===== config.mk =====
export PLATFORM = sky130hd
export DESIGN_NAME = column_group_splitter
export DESIGN_NICKNAME = d
export VERILOG_FILES = /design/src/rtl/core/cgs_pkg.sv /design/src/rtl/core/column_group_splitter.sv /design/src/rtl/core/cgs_front.sv /design/src/rtl/core/cgs_queue.sv /design/src/rtl/core/cgs_back.sv
export VERILOG_INCLUDE_DIRS = /design/src /design/src/rtl/core
export SDC_FILE = /design/constraint.sdc
export NUM_CORES = 1
export LEC_CHECK = 0
export BUFFER_PORTS_ARGS = -buffer_cell sky130_fd_sc_hd__clkbuf_2
export CAP_MARGIN = 20
export CORE_MARGIN = 5
export CORE_UTILIZATION = 63
export CTS_CLUSTER_DIAMETER = 40
export DETAILED_ROUTE_END_ITERATION = 16
export PLACE_DENSITY = 0.85
export SYNTH_ARGS = -nofsm -noshare
export SYNTH_HDL_FRONTEND = slang
export SYNTH_SLANG_ARGS = --single-unit

===== constraint.sdc =====
create_clock -name clk -period 12.75 [get_ports clk]
set_input_delay 1.9125 -clock clk [delete_from_list [all_inputs] [get_ports clk]]
set_output_delay 1.9125 -clock clk [all_outputs]
set_load 0.1 [all_outputs]

===== src/rtl/core/column_group_splitter_defines.svh =====
// Assertion macros shared by the column group splitter RTL.
`ifndef COLUMN_GROUP_SPLITTER_DEFINES_SVH
`define COLUMN_GROUP_SPLITTER_DEFINES_SVH

// Check a condition at every clock edge out of reset.
`define CGS_ASSERT_ALWAYS(lbl, cond, msg) \
    lbl: assert property (@(posedge clk) disable iff (!rst_n) (cond)) \
        else $error(msg);

// Check that one condition implies another in the same cycle.
`define CGS_ASSERT_IMPLIES(lbl, pre, post, msg) \
    lbl: assert property (@(posedge clk) disable iff (!rst_n) (pre) |-> (post)) \
        else $error(msg);

`endif


===== src/rtl/core/cgs_pkg.sv =====
package cgs_pkg;

    // Sizing
    localparam int MAX_GROUPS   = 8;
    localparam int OFFSET_BITS  = 16;
    localparam int COLUMN_BITS  = 8;
    localparam int COL_W        = COLUMN_BITS + 1;
    localparam int CURSOR_BITS  = 4;
    localparam int OUT_OFS_BITS = 16;

    // Column compare mask applied to 8-bit register values
    localparam logic [7:0] END_MASK = (COLUMN_BITS >= 8) ? 8'hFF
                                      : 8'((1 << COLUMN_BITS) - 1);

    // Queue between front and back
    localparam int QUEUE_DEPTH = 2;
    localparam int QPTR_BITS   = $clog2(QUEUE_DEPTH);
    localparam int QCNT_BITS   = $clog2(QUEUE_DEPTH + 1);

    // Configuration register indexes
    localparam int CFG_INDEX_BITS = 2;
    localparam logic [CFG_INDEX_BITS-1:0] REG_DELIMITER    = 2'd0;
    localparam logic [CFG_INDEX_BITS-1:0] REG_FIRST_COLUMN = 2'd1;
    localparam logic [CFG_INDEX_BITS-1:0] REG_GROUP_COUNT  = 2'd2;
    localparam logic [CFG_INDEX_BITS-1:0] REG_GROUP_ENDS   = 2'd3;

    typedef enum logic [1:0] {
        STATUS_OK       = 2'd0,
        STATUS_LEFTOVER = 2'd1,
        STATUS_TOO_FEW  = 2'd2,
        STATUS_OVERRUN  = 2'd3
    } status_t;

    // Classified byte as carried through the queue
    typedef struct packed {
        logic is_delim;
        logic last;
    } item_t;

    // Queue read side toward the back end
    typedef struct packed {
        logic  valid;
        item_t item;
    } queue_head_t;

    // Register settings used by the back end
    typedef struct packed {
        logic [7:0]  first_column;
        logic [3:0]  group_count;
        logic [63:0] group_ends;
    } back_cfg_t;

    // One result
    typedef struct packed {
        logic                    group_valid;
        logic [2:0]              group_index;
        logic [OUT_OFS_BITS-1:0] start_offset;
        logic [OUT_OFS_BITS-1:0] group_length;
        logic                    record_end;
        status_t                 status;
    } result_t;

endpackage


===== src/rtl/core/column_group_splitter.sv =====
// Column group splitter: takes one record byte per request on the input channel and
// returns a request on the output channel whenever a delimiter closes the last column of
// the current group, and always for the record's last byte (record_end with status).
// Sustained rate is one byte per clock while the output does not stall; the back end's
// counter update is the one per-byte loop. A byte's result goes from its slot in the
// two-entry queue, once at the head, into the output register, where it can be taken.
// A stalled output holds its result; once both queue entries are filled behind it the
// input stalls. Bytes that complete no group and are not last produce no output request.
// Write configuration registers only while no record is in flight.
`include "column_group_splitter_defines.svh"

module column_group_splitter (
    input  logic                                 clk,
    input  logic                                 rst_n,
    input  logic                                 cfg_write,
    input  logic [cgs_pkg::CFG_INDEX_BITS-1:0]   cfg_index,
    input  logic [63:0]                          cfg_data,
    input  logic                                 in_valid,
    output logic                                 in_stall,
    input  logic [7:0]                           data_byte,
    input  logic                                 last_byte,
    output logic                                 out_valid,
    input  logic                                 out_stall,
    output logic                                 group_valid,
    output logic [2:0]                           group_index,
    output logic [15:0]                          start_offset,
    output logic [15:0]                          group_length,
    output logic                                 record_end,
    output logic [1:0]                           status
);
    import cgs_pkg::*;

    logic [7:0]  delimiter_reg;
    logic [7:0]  first_column_reg;
    logic [3:0]  group_count_reg;
    logic [63:0] group_ends_reg;

    logic        push, queue_full, pop;
    item_t       push_item;
    queue_head_t head;
    back_cfg_t   back_cfg;
    result_t     result;

    // Hold configuration registers
    always_ff @(posedge clk or negedge rst_n)
    begin
        if (!rst_n)
        begin
            delimiter_reg    <= 8'd44;
            first_column_reg <= '0;
            group_count_reg  <= 4'd1;
            group_ends_reg   <= '0;
        end
        else if (cfg_write)
        begin
            unique case (cfg_index)
                REG_DELIMITER:    delimiter_reg    <= cfg_data[7:0];
                REG_FIRST_COLUMN: first_column_reg <= cfg_data[7:0];
                REG_GROUP_COUNT:  group_count_reg  <= cfg_data[3:0];
                REG_GROUP_ENDS:   group_ends_reg   <= cfg_data;
                default:          ;
            endcase
        end
    end

    assign back_cfg.first_column = first_column_reg;
    assign back_cfg.group_count  = group_count_reg;
    assign back_cfg.group_ends   = group_ends_reg;

    cgs_front u_front (
        .in_valid   (in_valid),
        .in_stall   (in_stall),
        .data_byte  (data_byte),
        .last_byte  (last_byte),
        .delimiter  (delimiter_reg),
        .queue_full (queue_full),
        .push       (push),
        .push_item  (push_item)
    );

    cgs_queue u_queue (
        .clk       (clk),
        .rst_n     (rst_n),
        .push      (push),
        .push_item (push_item),
        .full      (queue_full),
        .pop       (pop),
        .head      (head)
    );

    cgs_back u_back (
        .clk       (clk),
        .rst_n     (rst_n),
        .cfg       (back_cfg),
        .head      (head),
        .pop       (pop),
        .out_valid (out_valid),
        .out_stall (out_stall),
        .result    (result)
    );

    // Drive result fields
    assign group_valid  = result.group_valid;
    assign group_index  = result.group_index;
    assign start_offset = result.start_offset;
    assign group_length = result.group_length;
    assign record_end   = result.record_end;
    assign status       = result.status;

    // Every output request reports a group, a record end, or both
    `CGS_ASSERT_IMPLIES(a_out_has_reason, out_valid, group_valid || record_end,
        "output request with neither group nor record end")
    // A completed group always counts at least its delimiter
    `CGS_ASSERT_IMPLIES(a_group_len_nonzero, out_valid && group_valid, group_length != 16'd0,
        "group reported with zero length")
    // A status is only given at record end
    `CGS_ASSERT_IMPLIES(a_status_at_end, out_valid && !record_end, status == STATUS_OK,
        "status reported before record end")

endmodule


===== src/rtl/core/cgs_front.sv =====
module cgs_front (
    input  logic          in_valid,
    output logic          in_stall,
    input  logic [7:0]    data_byte,
    input  logic          last_byte,
    input  logic [7:0]    delimiter,
    input  logic          queue_full,
    output logic          push,
    output cgs_pkg::item_t push_item
);
    import cgs_pkg::*;

    // Hold off requests while the queue has no room
    assign in_stall = queue_full;
    assign push     = in_valid && !queue_full;

    // Classify the byte
    always_comb
    begin
        push_item.is_delim = (data_byte == delimiter);
        push_item.last     = last_byte;
    end

endmodule


===== src/rtl/core/cgs_queue.sv =====
module cgs_queue (
    input  logic                 clk,
    input  logic                 rst_n,
    input  logic                 push,
    input  cgs_pkg::item_t       push_item,
    output logic                 full,
    input  logic                 pop,
    output cgs_pkg::queue_head_t head
);
    import cgs_pkg::*;

    item_t                slot_reg [QUEUE_DEPTH];
    logic [QPTR_BITS-1:0] wr_ptr_reg, wr_ptr_next;
    logic [QPTR_BITS-1:0] rd_ptr_reg, rd_ptr_next;
    logic [QCNT_BITS-1:0] count_reg, count_next;

    assign full       = (count_reg == QCNT_BITS'(QUEUE_DEPTH));
    assign head.valid = (count_reg != '0);
    assign head.item  = slot_reg[rd_ptr_reg];

    // Advance pointers and occupancy
    always_comb
    begin
        wr_ptr_next = push ? wr_ptr_reg + 1'b1 : wr_ptr_reg;
        rd_ptr_next = pop ? rd_ptr_reg + 1'b1 : rd_ptr_reg;
        count_next  = count_reg;
        if (push && !pop)
        begin
            count_next = count_reg + 1'b1;
        end
        else if (pop && !push)
        begin
            count_next = count_reg - 1'b1;
        end
    end

    always_ff @(posedge clk or negedge rst_n)
    begin
        if (!rst_n)
        begin
            wr_ptr_reg <= '0;
            rd_ptr_reg <= '0;
            count_reg  <= '0;
        end
        else
        begin
            wr_ptr_reg <= wr_ptr_next;
            rd_ptr_reg <= rd_ptr_next;
            count_reg  <= count_next;
        end
    end

    // Store the request
    always_ff @(posedge clk)
    begin
        if (push)
        begin
            slot_reg[wr_ptr_reg] <= push_item;
        end
    end

endmodule


===== src/rtl/core/cgs_back.sv =====
module cgs_back (
    input  logic                 clk,
    input  logic                 rst_n,
    input  cgs_pkg::back_cfg_t   cfg,
    input  cgs_pkg::queue_head_t head,
    output logic                 pop,
    output logic                 out_valid,
    input  logic                 out_stall,
    output cgs_pkg::result_t     result
);
    import cgs_pkg::*;

    localparam logic [OFFSET_BITS-1:0] RUN_MAX = '1;
    localparam logic [COL_W-1:0]       COL_MAX = '1;

    logic                   in_record_reg, in_record_next;
    logic [OFFSET_BITS-1:0] byte_pos_reg, byte_pos_next;
    logic [OFFSET_BITS-1:0] run_len_reg, run_len_next;
    logic [COL_W-1:0]       column_reg, column_next;
    logic [CURSOR_BITS-1:0] cursor_reg, cursor_next;
    logic                   overrun_reg, overrun_next;
    logic                   out_valid_reg, out_valid_next;
    result_t                result_reg, result_next;

    logic [OFFSET_BITS-1:0] pos, run, run_inc;
    logic [COL_W-1:0]       col, end_col;
    logic [CURSOR_BITS-1:0] cur, count;
    logic                   ovr, in_range, hit, emit;
    logic [7:0]             end_byte;

    // Take the next request when the output slot is free or being drained
    assign pop       = head.valid && (!out_valid_reg || !out_stall);
    assign out_valid = out_valid_reg;
    assign result    = result_reg;

    // Clamp the group count to 1..MAX_GROUPS
    always_comb
    begin
        if (cfg.group_count == '0)
        begin
            count = CURSOR_BITS'(1);
        end
        else if (cfg.group_count > CURSOR_BITS'(MAX_GROUPS))
        begin
            count = CURSOR_BITS'(MAX_GROUPS);
        end
        else
        begin
            count = cfg.group_count;
        end
    end

    // Step the record state for one byte
    always_comb
    begin
        pos = in_record_reg ? byte_pos_reg : '0;
        run = in_record_reg ? run_len_reg : '0;
        col = in_record_reg ? column_reg : COL_W'(cfg.first_column & END_MASK);
        cur = in_record_reg ? cursor_reg : '0;
        ovr = in_record_reg ? overrun_reg : 1'b0;

        run_inc  = (run == RUN_MAX) ? run : run + 1'b1;
        end_byte = cfg.group_ends[{cur[2:0], 3'b000} +: 8];
        end_col  = COL_W'(end_byte & END_MASK);
        in_range = (cur < count);
        hit      = head.item.is_delim && in_range && (col == end_col);
        emit     = hit || head.item.last;

        byte_pos_next  = pos + 1'b1;
        run_len_next   = hit ? '0 : run_inc;
        column_next    = (head.item.is_delim && (col != COL_MAX)) ? col + 1'b1 : col;
        cursor_next    = hit ? cur + 1'b1 : cur;
        overrun_next   = ovr || (head.item.is_delim && !in_range);
        in_record_next = !head.item.last;

        result_next.group_valid  = hit;
        result_next.group_index  = hit ? cur[2:0] : '0;
        result_next.start_offset = hit ? OUT_OFS_BITS'(pos + 1'b1 - run_inc) : '0;
        result_next.group_length = hit ? OUT_OFS_BITS'(run_inc) : '0;
        result_next.record_end   = head.item.last;
        result_next.status       = STATUS_OK;
        if (head.item.last)
        begin
            if (overrun_next)
            begin
                result_next.status = STATUS_OVERRUN;
            end
            else if (run_len_next != '0)
            begin
                result_next.status = STATUS_LEFTOVER;
            end
            else if (cursor_next < count)
            begin
                result_next.status = STATUS_TOO_FEW;
            end
        end

        out_valid_next = out_valid_reg && out_stall;
        if (pop)
        begin
            out_valid_next = emit;
        end
    end

    always_ff @(posedge clk or negedge rst_n)
    begin
        if (!rst_n)
        begin
            in_record_reg <= 1'b0;
            byte_pos_reg  <= '0;
            run_len_reg   <= '0;
            column_reg    <= '0;
            cursor_reg    <= '0;
            overrun_reg   <= 1'b0;
            out_valid_reg <= 1'b0;
        end
        else
        begin
            out_valid_reg <= out_valid_next;
            if (pop)
            begin
                in_record_reg <= in_record_next;
                byte_pos_reg  <= byte_pos_next;
                run_len_reg   <= run_len_next;
                column_reg    <= column_next;
                cursor_reg    <= cursor_next;
                overrun_reg   <= overrun_next;
            end
        end
    end

    // Load the output slot
    always_ff @(posedge clk)
    begin
        if (pop && emit)
        begin
            result_reg <= result_next;
        end
    end

endmodule

==> results of run 1 <==
## final timing paths
kind	start	endpoint	cells past startpoint
setup reg to reg	u_back.in_record_reg$_DFFE_PN0P_	u_back.result[33]$_SDFFCE_PN0P_	20
setup / recovery	u_back.in_record_reg$_DFFE_PN0P_	u_back.result[33]$_SDFFCE_PN0P_	20
hold / removal	u_back.column_reg[8]$_DFFE_PN0P_	u_back.column_reg[8]$_DFFE_PN0P_	1
hold reg to reg	u_back.column_reg[8]$_DFFE_PN0P_	u_back.column_reg[8]$_DFFE_PN0P_	1
min in group asynchronous	rst_n	u_back.run_len_reg[7]$_DFFE_PN0P_	1
max in group asynchronous	rst_n	u_back.column_reg[3]$_DFFE_PN0P_	2
## stage by stage
stage	area (sq um)	worst slack, ns	utilization, %	std cells	hold WS [ns]
2_1_floorplan	9600	7.41	-	873	0.450
3_3_place_gp	10300	7.72	68.2	1147	0.464
3_5_place_dp	10300	7.62	68.2	1147	0.474
4_1_cts	10900	7.52	72.3	1179	0.490
5_1_grt	10900	7.03	72.3	1180	0.509
6_report	10900	7.47	72.3	1180	0.491
## synthesized netlist by cell type (all sizes together) (21+ instances only)
library cell | number | area (sq um)
mux2 | 92 | 1040
xnor2 | 41 | 367
ha | 27 | 338
nor2 | 73 | 274
edfxtp | 43 | 1290
nand2 | 98 | 373
o31ai | 21 | 158
nand3 | 23 | 125
mux2i | 22 | 220
dfrtp | 132 | 3300
inv | 26 | 97.6
o21ai | 34 | 174
## kinds of logic (layout without fill, tap and decap cells)
family                   after synthesis  count (layout)  synth area share (%)
AND/OR/NAND/NOR                      276             276                  13.8
AO/OA/AOI/OAI                        144             144                  10.3
adder cells (fa/ha/maj)               28              28                  3.73
XOR/XNOR                              59              59                  5.46
multiplexers                         120             120                  14.5
flip-flops                           179             179                  48.9
buffers and inverters                 67             186                  3.23
## final cells by class
type	instances	area (sq um)
Tap cell	188	235
Multi-Input combinational cell	627	4610
Sequential cell	179	4700
Inverter	27	101
Timing Repair Buffer	127	657
Clock buffer	19	464
Clock inverter	13	146
Fill cell	1049	4180
## metal layers
layer,vias up,wire (um)
li1,3365,-
met1,3462,9050
met2,216,11100
met3,46,1100
met4,0,580
met5,-,0
## report_power, final
part           internal, uW  switching (uW)
registers               742            92.6
logic                   310             769
clock network           296             246
total                  1350            1110
==> flow_metrics.env, run 1 <==
export IMPL_die_x_um=133
export IMPL_ys_types=73
export IMPL_coreArea_sq_um=15100
export IMPL_syn_area_sq_um=9600
export IMPL_synth_cells=873
export IMPL_busiest_layer="met2"
export IMPL_layout_common_cells="dfrtp_1 (131), clkbuf_2 (120), nand2_1 (96)"
export IMPL_p_per_area_nw_per_um2=225
export IMPL_die_h_um=133
export IMPL_clk_latency_ns=0.45
export IMPL_cts_tree="done"
export IMPL_fmax_ghz=0.189
export IMPL_relSlewSlack_pct=36.7
export IMPL_grt_max_degree=80
export IMPL_ys_async_sr_fraction_pct=76.0
export IMPL_worstSetupPathType="flip-flop to flip-flop"
export IMPL_drt_iter0_drc=464
export IMPL_drtPass1Iterations=5
export IMPL_grt_pass1_wl_um=35800
export IMPL_cpPeakStageDelay_ns=0.73
export IMPL_dpl_hpwl_um=15500
export IMPL_gp_congestion=0.967
export IMPL_via_per_inst=6.01
export IMPL_cts_resized=0
export IMPL_rsz0062_at_grt="no"
export IMPL_initial_core_util_pct=63.6
export IMPL_crit_path_cell_trace="buf_4 > nand2_1 > inv_1 > ha_1 > nand2_1 > nor2_1 > nand3_1 > xnor2_1 > inv_1 > ha_1 > fa_1 > nor2b_1 > o21ai_0 > nand2b_1 > a21o_1 > a31oi_1 > o311ai_0 > o41ai_1 > mux2i_1 > a31oi_1"
export IMPL_clk_pin_slew_ns=0.07
export IMPL_htreeDepth=4
export IMPL_clockRootBuffer="clkbuf_16"
export IMPL_cts_setup_buffers=0
export IMPL_io_buffers=120
export IMPL_final_antenna_net_count=0
export IMPL_skew_ns=0.0132
export IMPL_use_met1_pct=32.4
export IMPL_slew_violations=0
export IMPL_grt_use_met2_pct=43.5
export IMPL_drc=0
export IMPL_diodes=0
export IMPL_clockBufferDepth=2
export IMPL_path_max_fanout=34
export IMPL_cts_hold_fix_buffers=0
export IMPL_status="complete, no violations"
export IMPL_grt_usage_pct=25.4
export IMPL_crit_slowest_cell="dfrtp_2"
export IMPL_critPathTopFamily="simple AND/OR/NAND/NOR gates"
export IMPL_grt_met3_usage_pct=5.36
export IMPL_max_cap_violations=0
export IMPL_area_growth_pct=13.7
export IMPL_yosys_warnings=0
export IMPL_vias=7089
export IMPL_synthesis_nets=981
export IMPL_worst_ep_required_time_ns=12.90
export IMPL_ys_flop_type="dfrtp_1"
export IMPL_die_area_sq_um=17800
export IMPL_fin_tns_setup_ns=0
export IMPL_crit_arrival_ns=5.43
export IMPL_yosysSeqAreaShare_pct=48.9
export IMPL_setup_viol=0
export IMPL_wire_per_inst_um=18.5
export IMPL_hold_viol=0
export IMPL_end_kind="flip-flop"
export IMPL_synth_seq_cells=179
export IMPL_grt_overflow=0
export IMPL_clock_sinks=179
export IMPL_layout_nets=1087
export IMPL_synth_edf_count=43
export IMPL_ir_drop_mv=0.151
export IMPL_layout_drive_gt1_share_pct=28.7
export IMPL_power_uw=2460
export IMPL_final_common_cell="dfrtp_1"
export IMPL_period_minus_slack_ns=5.28
export IMPL_avgSynthCellArea_sq_um=11.0
export IMPL_num_rows=45
export IMPL_ios=121
export IMPL_max_slew_worst_pin_slew_ns=0.949
export IMPL_fin_crit_sh_pct=41.4
export IMPL_r2r_slack_ns=7.47
export IMPL_cp_start_kind="flip-flop"
export IMPL_antenna_found_initial=0
export IMPL_hold_path_class="flip-flop to flip-flop"
export IMPL_worst_path_buf_inv=3
export IMPL_drt_total_wl_um=21900
export IMPL_grt_pass1_vias=7041
export IMPL_numCtsBuffers=17
export IMPL_largest_register_ffs=64
export IMPL_p_leak_uw=0.00474
Note: power is estimated with default switching activity, not from simulation.
==> inputs of run 2 (changes only) <==
CORE_UTILIZATION = 53   (was 63)
PLACE_DENSITY = 0.76   (was 0.85)
clock period = 4.2 ns   (was 12.75 ns; I/O delays follow)
==> flow_metrics.env, run 2 (same netlist as run 1, synthesis figures left out) <==
export IMPL_cts_resized=0
export IMPL_grt_max_degree=70
export IMPL_crit_slowest_cell="dfrtp_2"
export IMPL_setup_viol=0
export IMPL_final_common_cell="dfrtp_1"
export IMPL_layout_drive_gt1_share_pct=30.6
export IMPL_clock_sinks=179
export IMPL_final_cell_area_sq_um=11200
export IMPL_cts_hold_fix_buffers=0
export IMPL_period_minus_slack_ns=3.84
export IMPL_fmax_ghz=0.260
export IMPL_status="complete, no violations"
export IMPL_p_sw_uw=3350
export IMPL_path_max_fanout=42
export IMPL_final_antenna_net_count=0
export IMPL_htreeDepth=4
export IMPL_grt_usage_pct=21.9
export IMPL_largest_register_ffs=64
export IMPL_die_x_um=145
export IMPL_place_area_sq_um=10600
export IMPL_critPathTopFamily="simple AND/OR/NAND/NOR gates"
export IMPL_worst_ep_required_time_ns=4.44
export IMPL_hold_viol=0
export IMPL_antenna_found_initial=0
export IMPL_coreArea_sq_um=17900
export IMPL_die_area_sq_um=20900
export IMPL_slew_violations=0
export IMPL_diodes=0
export IMPL_gp_congestion=0.899
export IMPL_initial_core_util_pct=53.6
export IMPL_end_kind="flip-flop"
export IMPL_clk_latency_ns=0.43
export IMPL_drc=0
export IMPL_area_growth_pct=16.2
export IMPL_crit_path_cell_trace="buf_12 > nand2_1 > clkinv_1 > ha_1 > o21ai_0 > a31oi_1 > o21ai_0 > nand2b_1 > nor4b_1 > nand3_2 > mux2_2 > ha_1 > o21ai_0 > a41oi_1 > o41ai_2"
export IMPL_drt_iter0_drc=415
export IMPL_vias=7010
export IMPL_wire_per_inst_um=17.7
export IMPL_layout_nets=1096
export IMPL_worst_path_buf_inv=2
export IMPL_worst_path_most_repeated_cell="o21ai_0"
export IMPL_pwr_share_comb_pct=45.5
export IMPL_power_uw=7520
export IMPL_max_slew_worst_pin_slew_ns=1.12
export IMPL_relSlewSlack_pct=25.1
export IMPL_clk_pin_slew_ns=0.07
export IMPL_ios=121
export IMPL_via_per_inst=5.70
export IMPL_cpPeakStageDelay_ns=0.44
export IMPL_hold_path_class="primary input to async pin"
export IMPL_layout_common_cells="dfrtp_1 (131), clkbuf_2 (119), nand2_1 (95)"
export IMPL_r2r_slack_ns=0.36
export IMPL_clockRootBuffer="clkbuf_16"
export IMPL_r2r_start="u_back.in_record_reg$_DFFE_PN0P_"
export IMPL_p_leak_uw=0.00482
export IMPL_pwr_share_clk_pct=21.4
export IMPL_rsz0062_at_grt="no"
export IMPL_num_rows=49
export IMPL_drtPass1Iterations=7
export IMPL_grt_pass1_wl_um=36000
export IMPL_crit_arrival_ns=4.08
export IMPL_cts_setup_buffers=0
export IMPL_dpl_hpwl_um=15800
export IMPL_drt_total_wl_um=21700
export IMPL_fill_cells=1427
export IMPL_grt_pass1_vias=7101
export IMPL_fin_tns_setup_ns=0
export IMPL_switching_share_pct=44.5
export IMPL_r2r_cells=15
export IMPL_reg2reg_to="u_back.result[1]$_SDFFCE_PN0P_"
export IMPL_cts_tree="done"
export IMPL_skew_ns=0.0125
export IMPL_cp_start_kind="flip-flop"
export IMPL_seqPwrFrac_pct=33.1
export IMPL_numCtsBuffers=17
export IMPL_max_cap_violations=0
export IMPL_p_per_area_nw_per_um2=675
export IMPL_io_buffers=120
export IMPL_die_h_um=145
export IMPL_p_int_uw=4170
export IMPL_ir_drop_mv=0.567
export IMPL_worstSetupPathType="flip-flop to flip-flop"
export IMPL_grt_overflow=0
export IMPL_clockBufferDepth=2
export IMPL_fin_crit_sh_pct=91.4
## run 2: worst max path at each step
stage | start | endpoint | slack, ns | cells after the start
after floorplan | u_back.in_record_reg$_DFFE_PN0P_ | u_back.result[33]$_SDFFCE_PN0P_ | 0.03 | 23
after global placement | u_back.in_record_reg$_DFFE_PN0P_ | u_back.result[33]$_SDFFCE_PN0P_ | 0.50 | 19
after detailed placement | u_back.in_record_reg$_DFFE_PN0P_ | u_back.result[33]$_SDFFCE_PN0P_ | 0.41 | 17
after CTS | u_back.in_record_reg$_DFFE_PN0P_ | u_back.result[33]$_SDFFCE_PN0P_ | 0.39 | 17
after global routing | u_back.in_record_reg$_DFFE_PN0P_ | u_back.result[33]$_SDFFCE_PN0P_ | 0.06 | 17
final | u_back.in_record_reg$_DFFE_PN0P_ | u_back.result[1]$_SDFFCE_PN0P_ | 0.36 | 15
## run 2: final cells by class
type	count	area (sq um)	share of cell area, %
clock buffers	19	464	4.16
inverters	27	101	0.909
multi-input cells	627	4690	42.0
well taps	229	287	2.57
repair buffers	136	777	6.97
clock inverters	13	138	1.23
flip-flops and latches	179	4700	42.1
## run 2: power by group through the flow
stage	clock network, uW	registers [uW]	logic (uW)
after global routing	1710	2540	3690
after CTS	1640	2490	3430
after floorplan	0	3480	1780
after detailed placement	0	2530	3420
final	1610	2490	3420
after global placement	0	2510	3380
## run 2: worst register-to-register path: stages (launching register included)
cell and delay [ns]:
dfrtp_2 0.44, buf_12 0.19, nand2_1 0.24, clkinv_1 0.16
ha_1 0.30, o21ai_0 0.15, a31oi_1 0.05, o21ai_0 0.16
nand2b_1 0.12, nor4b_1 0.40, nand3_2 0.28, mux2_2 0.37
ha_1 0.27, o21ai_0 0.16, a41oi_1 0.08, o41ai_2 0.29
## run 2: per-layer routing
metal / track usage, % / routed length (um) / up-vias
li1: - / - / 3384
met1: 28.5 / 9550 / 3426
met2: 37.6 / 10800 / 181
met3: 4.83 / 1070 / 19
met4: 5.35 / 282 / 0
met5: 0 / 0 / -
## run 2: stage by stage
step	setup slack, ns	util (%)	hold WS [ns]	instances
global placement	0.496	58.9	0.463	1198
detailed placement	0.406	58.9	0.470	1198
floorplan	0.0292	-	0.334	873
global route	0.0621	62.3	0.235	1230
CTS	0.390	62.3	0.220	1230
finish	0.360	62.3	0.193	1230
